==> config.mk <==
export PLATFORM = sky130hd
export DESIGN_NAME = ohlc_divider
export DESIGN_NICKNAME = d
export VERILOG_FILES = /design/src/ohlc_pkg.sv /design/src/ohlc_divider.sv
export SDC_FILE = /design/constraint.sdc
export NUM_CORES = 1
export LEC_CHECK = 0
export BUFFER_PORTS_ARGS = -buffer_cell sky130_fd_sc_hd__buf_2
export CORE_ASPECT_RATIO = 1.2
export CORE_UTILIZATION = 53
export DETAILED_ROUTE_END_ITERATION = 8
export GPL_TIMING_DRIVEN = 1
export PLACE_DENSITY_LB_ADDON = 0.3
export SLEW_MARGIN = 20
export SYNTH_ARGS = -nofsm -noshare
export SYNTH_HDL_FRONTEND = slang
export SYNTH_SLANG_ARGS = --single-unit
==> constraint.sdc <==
create_clock -name clk -period 5.1 [get_ports clk]
set_input_delay 0.765 -clock clk [delete_from_list [all_inputs] [get_ports clk]]
set_output_delay 0.765 -clock clk [all_outputs]
set_load 0.02 [all_outputs]
==> src/ohlc_pkg.sv <==
// ohlc_pkg: shared constants, widths and types of the ohlc bar aggregator
// no dependencies
package ohlc_pkg;
	localparam int CELLS_DEF = 64;
	localparam logic [62:0] BUCKET_RESET = 63'd60000000000;

	localparam logic [2:0] REG_BUCKET_LENGTH = 3'd0;
	localparam logic [2:0] REG_PER_SYMBOL = 3'd1;
	localparam logic [2:0] REG_BOOKS_ONLY = 3'd2;
	localparam logic [2:0] REG_FILTER_COUNT = 3'd3;
	localparam logic [2:0] REG_FILTER_SYM0 = 3'd4;

	localparam logic OP_EVENT = 1'b0;
	localparam logic OP_FINALIZE = 1'b1;

	// one table row as stored in memory
	typedef struct packed {
		logic [63:0] bucket;
		logic [31:0] symbol;
		logic [63:0] open_time;
		logic [63:0] close_time;
		logic [63:0] open_price;
		logic [63:0] close_price;
		logic [63:0] high_price;
		logic [63:0] low_price;
	} cell_t;

	// request to the divider
	typedef struct packed {
		logic        start;
		logic [63:0] dividend;
		logic [62:0] divisor;
	} div_req_t;

	typedef struct packed {
		logic        done;
		logic [63:0] quotient;
		logic [63:0] remainder;
	} div_rsp_t;
endpackage

==> src/ohlc_divider.sv <==
// ohlc_divider: unsigned 64 by 63 bit radix-2 restoring divider, one bit per cycle
// depends on ohlc_pkg
module ohlc_divider import ohlc_pkg::*; (
	input  logic     clk,
	input  logic     arst_n,
	input  div_req_t req,
	output div_rsp_t rsp
);
	logic [63:0] quot_q;
	logic [63:0] rem_q;
	logic [62:0] den_q;
	logic [6:0]  cnt_q;
	logic        busy_q;
	logic        done_q;
	logic [64:0] trial;
	logic [64:0] shifted;

	assign shifted = {rem_q, quot_q[63]};
	assign trial = shifted - {2'b00, den_q};

	always_ff @(posedge clk or negedge arst_n) begin
		if (!arst_n) begin
			busy_q <= 1'b0;
			done_q <= 1'b0;
			cnt_q <= '0;
		end else begin
			done_q <= !req.start && busy_q && (cnt_q == 7'd1);
			if (req.start) begin
				busy_q <= 1'b1;
				cnt_q <= 7'd64;
			end else if (busy_q) begin
				cnt_q <= cnt_q - 7'd1;
				if (cnt_q == 7'd1) begin
					busy_q <= 1'b0;
				end
			end
		end
	end

	always_ff @(posedge clk) begin
		if (req.start) begin
			quot_q <= req.dividend;
			rem_q <= '0;
			den_q <= req.divisor;
		end else if (busy_q) begin
			if (!trial[64]) begin
				rem_q <= trial[63:0];
				quot_q <= {quot_q[62:0], 1'b1};
			end else begin
				rem_q <= shifted[63:0];
				quot_q <= {quot_q[62:0], 1'b0};
			end
		end
	end

	assign rsp.done = done_q;
	assign rsp.quotient = quot_q;
	assign rsp.remainder = rem_q;
endmodule

==> summary.txt <==
Routing
  • Detail Route Antenna Nets: 0
  • Drt wl/cell: approximately 18 µm
  • Vias post-DR: between 9000 and 10000
  • Top Layer Used: met5
  • Initial DRC count: between 600 and 700
  • Met1 wire length: roughly 13 mm
  • Drt first pass iters: 7
  • Met3 WL: 2.25 mm
  • Via/cell ratio: approximately 5.8
  • Final WL: between 30 and 40 mm
  • Met2 WL: 15.3 mm
  • DRC Markers: 0

Critical path
  • Worst-path maximum fanout: 4
  • Crit path DAT: roughly 4300 ps
  • R2R setup slack: 1140 ps
  • Critical Setup Path Class: reg -> reg
  • Reg2reg end: rem_q[58]
  • Crit. End Element: flip-flop
  • Reg2reg start: quot_q[63]
  • CP Data Required Time: roughly 5500 ps
  • CP startpoint kind: flip-flop
  • Cell count of the worst reg-to-reg path: 13

Synth
  • Ys async rst share: 0.0450
  • Register area share after synthesis: 0.439
  • Avg Inst Size Synth: about 10 µm²
  • Post-Syn Instances: 1212
  • Post-synth EDFFs: between 100 and 150
  • Syn nets: 1408
  • Distinct cell type count after synthesis: 76
  • Synth Flop Type: edfxtp_1
  • Synth warn: 0
  • Syn Std Cell Area: ~0.012 mm²
  • #FFs+latches synth: 200

Min path
  • Hold Crit Class: in -> async

Finish
  • Finished Core Util: 0.627
  • Fillers: about 1900
  • Fin nets: between 1500 and 2000
  • Share of layout cells above drive strength 1: 0.266
  • P&R area growth vs syn: 16.2%

GRT
  • Largest net degree at the start of global routing: 86
  • Initial antenna violation count: 2
  • Vias in the first global route: between 9000 and 10000
  • Grt ovf: 0
  • First-pass GRT wire length: about 50 mm
  • Overall routing resource usage: 0.268

STA
  • Final Setup Violations: 0
  • Setup TNS: 0 ps
  • Tmin final: around 4000 ps
  • RSZ-0062 raised after global routing: false
  • Post-route setup slack: 1140 ps
  • Setup Skew: between 15 and 20 ps
  • F_max: approximately 0.25 GHz
  • Hold Vio Cnt, Final: 0
  • Tcrit/Tclk final: 0.776
  • Slew margin rel.: 0.292
  • Tightest Pin Transition: about 1100 ps
  • WHS: about 160 ps
  • Fin. max-slew vios: 0

Power and ir drop
  • Leak Pwr: 6.19 nW
  • Power per Cell Area: 313 mW/mm²
  • Worst VDD drop: ~0.26 mV

Clocking
  • CTS sink cnt: 200
  • CTS root buffer: clkbuf_16
  • H-tree depth: 4
  • Hold_buf cts: 0
  • CTS Buf Count: 17
  • Clock insertion delay at the later pin of the skew report: ~450 ps
  • Buffer levels on the longest clock path: 2
  • Setup bufs post-CTS: 0
  • Post-CTS resize count: 0
  • Reg clk slew, reported paths: about 90 ps
  • CTS tree: done

Place
  • Dpl hpwl: between 20 and 25 mm
  • Gp weighted congestion: between 0.9 and 1
  • Worst slack at placement: 1230 ps
  • Buffers on Ports: 258

Die
  • Core area: around 0.022 mm²
  • Die width: between 100 and 150 µm
  • Die Ht: approximately 170 µm
  • I/O pins: ~260
  • Initial core utilization: 0.540
  • Row count: 60
  • Die Footprint: ~0.023 mm²

Outcome
  • Outcome: finished clean

Job
  • Max-cap violations: 0
synthesized netlist by cell type, types with 6 or more instances:
library cell,number,area [µm²]
a21boi_0,7,52.6
ha_1,65,813
nor4_1,6,37.5
o21ai_0,68,340
dfrtp_1,9,225
xor2_1,23,201
nor2b_1,11,68.8
o21a_1,10,75.1
mux2_2,64,721
nand4_1,23,144
nand2_1,93,349
a21o_1,32,240
nand3_1,15,75.1
inv_1,88,330
buf_6,7,78.8
mux2i_1,51,510
nor2_1,82,308
a31oi_1,14,87.6
a21oi_1,82,410
o211ai_1,15,113
a211oi_1,38,285
nand2b_1,6,37.5
edfxtp_1,127,3810
clkbuf_1,34,128
dfxtp_1,64,1280
nor3_1,15,75.1
o21bai_1,17,128
xnor2_1,40,350
buf_2,20,100
cell type report:
class / count / area (µm²) / share of cell area
antenna: 1 / 2.50 / 0.000178
clock buffer: 18 / 429 / 0.0305
clock inverter: 14 / 180 / 0.0128
inverter: 88 / 330 / 0.0235
multi-input combinational: 856 / 6120 / 0.435
sequential: 200 / 5320 / 0.378
tap: 279 / 349 / 0.0248
timing repair buffer: 265 / 1350 / 0.0959
worst max-delay path: stages (launching register included):
cell      delay [ps]
edfxtp_1         380
inv_1             50
ha_1             220
fa_1             400
nand2b_1         170
a21oi_1          170
o21a_1           230
o21ai_0          180
o311ai_1         830
a31oi_1          300
o31ai_2          400
a31oi_1          160
xor2_1           170
o211ai_1         200
registers in the layout, summed over array words and instances (netlist names):
name and cells:
quot_q 64, den_q 63, busy_q 1, rem_q 64
done_q 1, cnt_q 7
metrics by stage:
| step | power (W) | cell area, µm² | cells |
|---|---|---|---|
| finish | 0.00441 | 14100 | 1721 |
| global route | 0.00459 | 14100 | 1720 |
| CTS | 0.00443 | 14100 | 1720 |
| detailed placement | 0.00302 | 13500 | 1688 |
| global placement | 0.00300 | 13500 | 1688 |
| floorplan | 0.00271 | 12100 | 1212 |
cells in the final DEF (no fill, tap or decap), types with 17 or more instances in the layout:
master | Yosys | routed
ha_1 | 65 | 65
nand4_1 | 23 | 23
clkbuf_16 | 0 | 17
a21o_1 | 32 | 32
xor2_1 | 23 | 23
o21bai_1 | 17 | 17
xnor2_1 | 40 | 40
o21ai_0 | 68 | 68
nand2_1 | 93 | 93
a211oi_1 | 38 | 38
dfxtp_1 | 64 | 64
a21oi_1 | 82 | 82
inv_1 | 88 | 87
nor2_1 | 82 | 81
mux2_2 | 64 | 64
buf_2 | 20 | 257
edfxtp_1 | 127 | 127
mux2i_1 | 51 | 51
cell families (layout without fill, tap and decap cells):
kind of cell,count (synthesis),count (layout),share of synthesized area
AO/OA/AOI/OAI,320,320,0.171
XOR/XNOR,63,63,0.0455
adder cells (fa/ha/maj),66,66,0.0688
buffers and inverters,156,385,0.0563
flip-flops,200,200,0.439
multiplexers,115,115,0.102
other,0,1,0
AND/OR/NAND/NOR,292,292,0.118
layer usage:
layer | vias to the layer above | GRT usage
li1 | 4858 | -
met1 | 4622 | 0.328
met2 | 357 | 0.464
met3 | 57 | 0.0555
met4 | 2 | 0.101
met5 | - | 0
how the worst max path moves through the flow:
stage                from   endpoint  cells after the start
5_1_grt         den_q[17]  rem_q[12]                     13
3_5_place_dp   quot_q[63]  rem_q[12]                     14
3_3_place_gp   quot_q[63]  rem_q[15]                     14
6_report       quot_q[63]  rem_q[58]                     13
2_1_floorplan  quot_q[63]   rem_q[0]                     15
4_1_cts        quot_q[63]  rem_q[58]                     14
power breakdown:
group | switching [W] | leakage [nW] | internal (W)
registers | 0.000104 | 1.92 | 0.00190
clock network | 0.000741 | 0.294 | 0.000673
logic | 0.000603 | 3.98 | 0.000391
No activity file was read; power rests on OpenSTA's default activity.
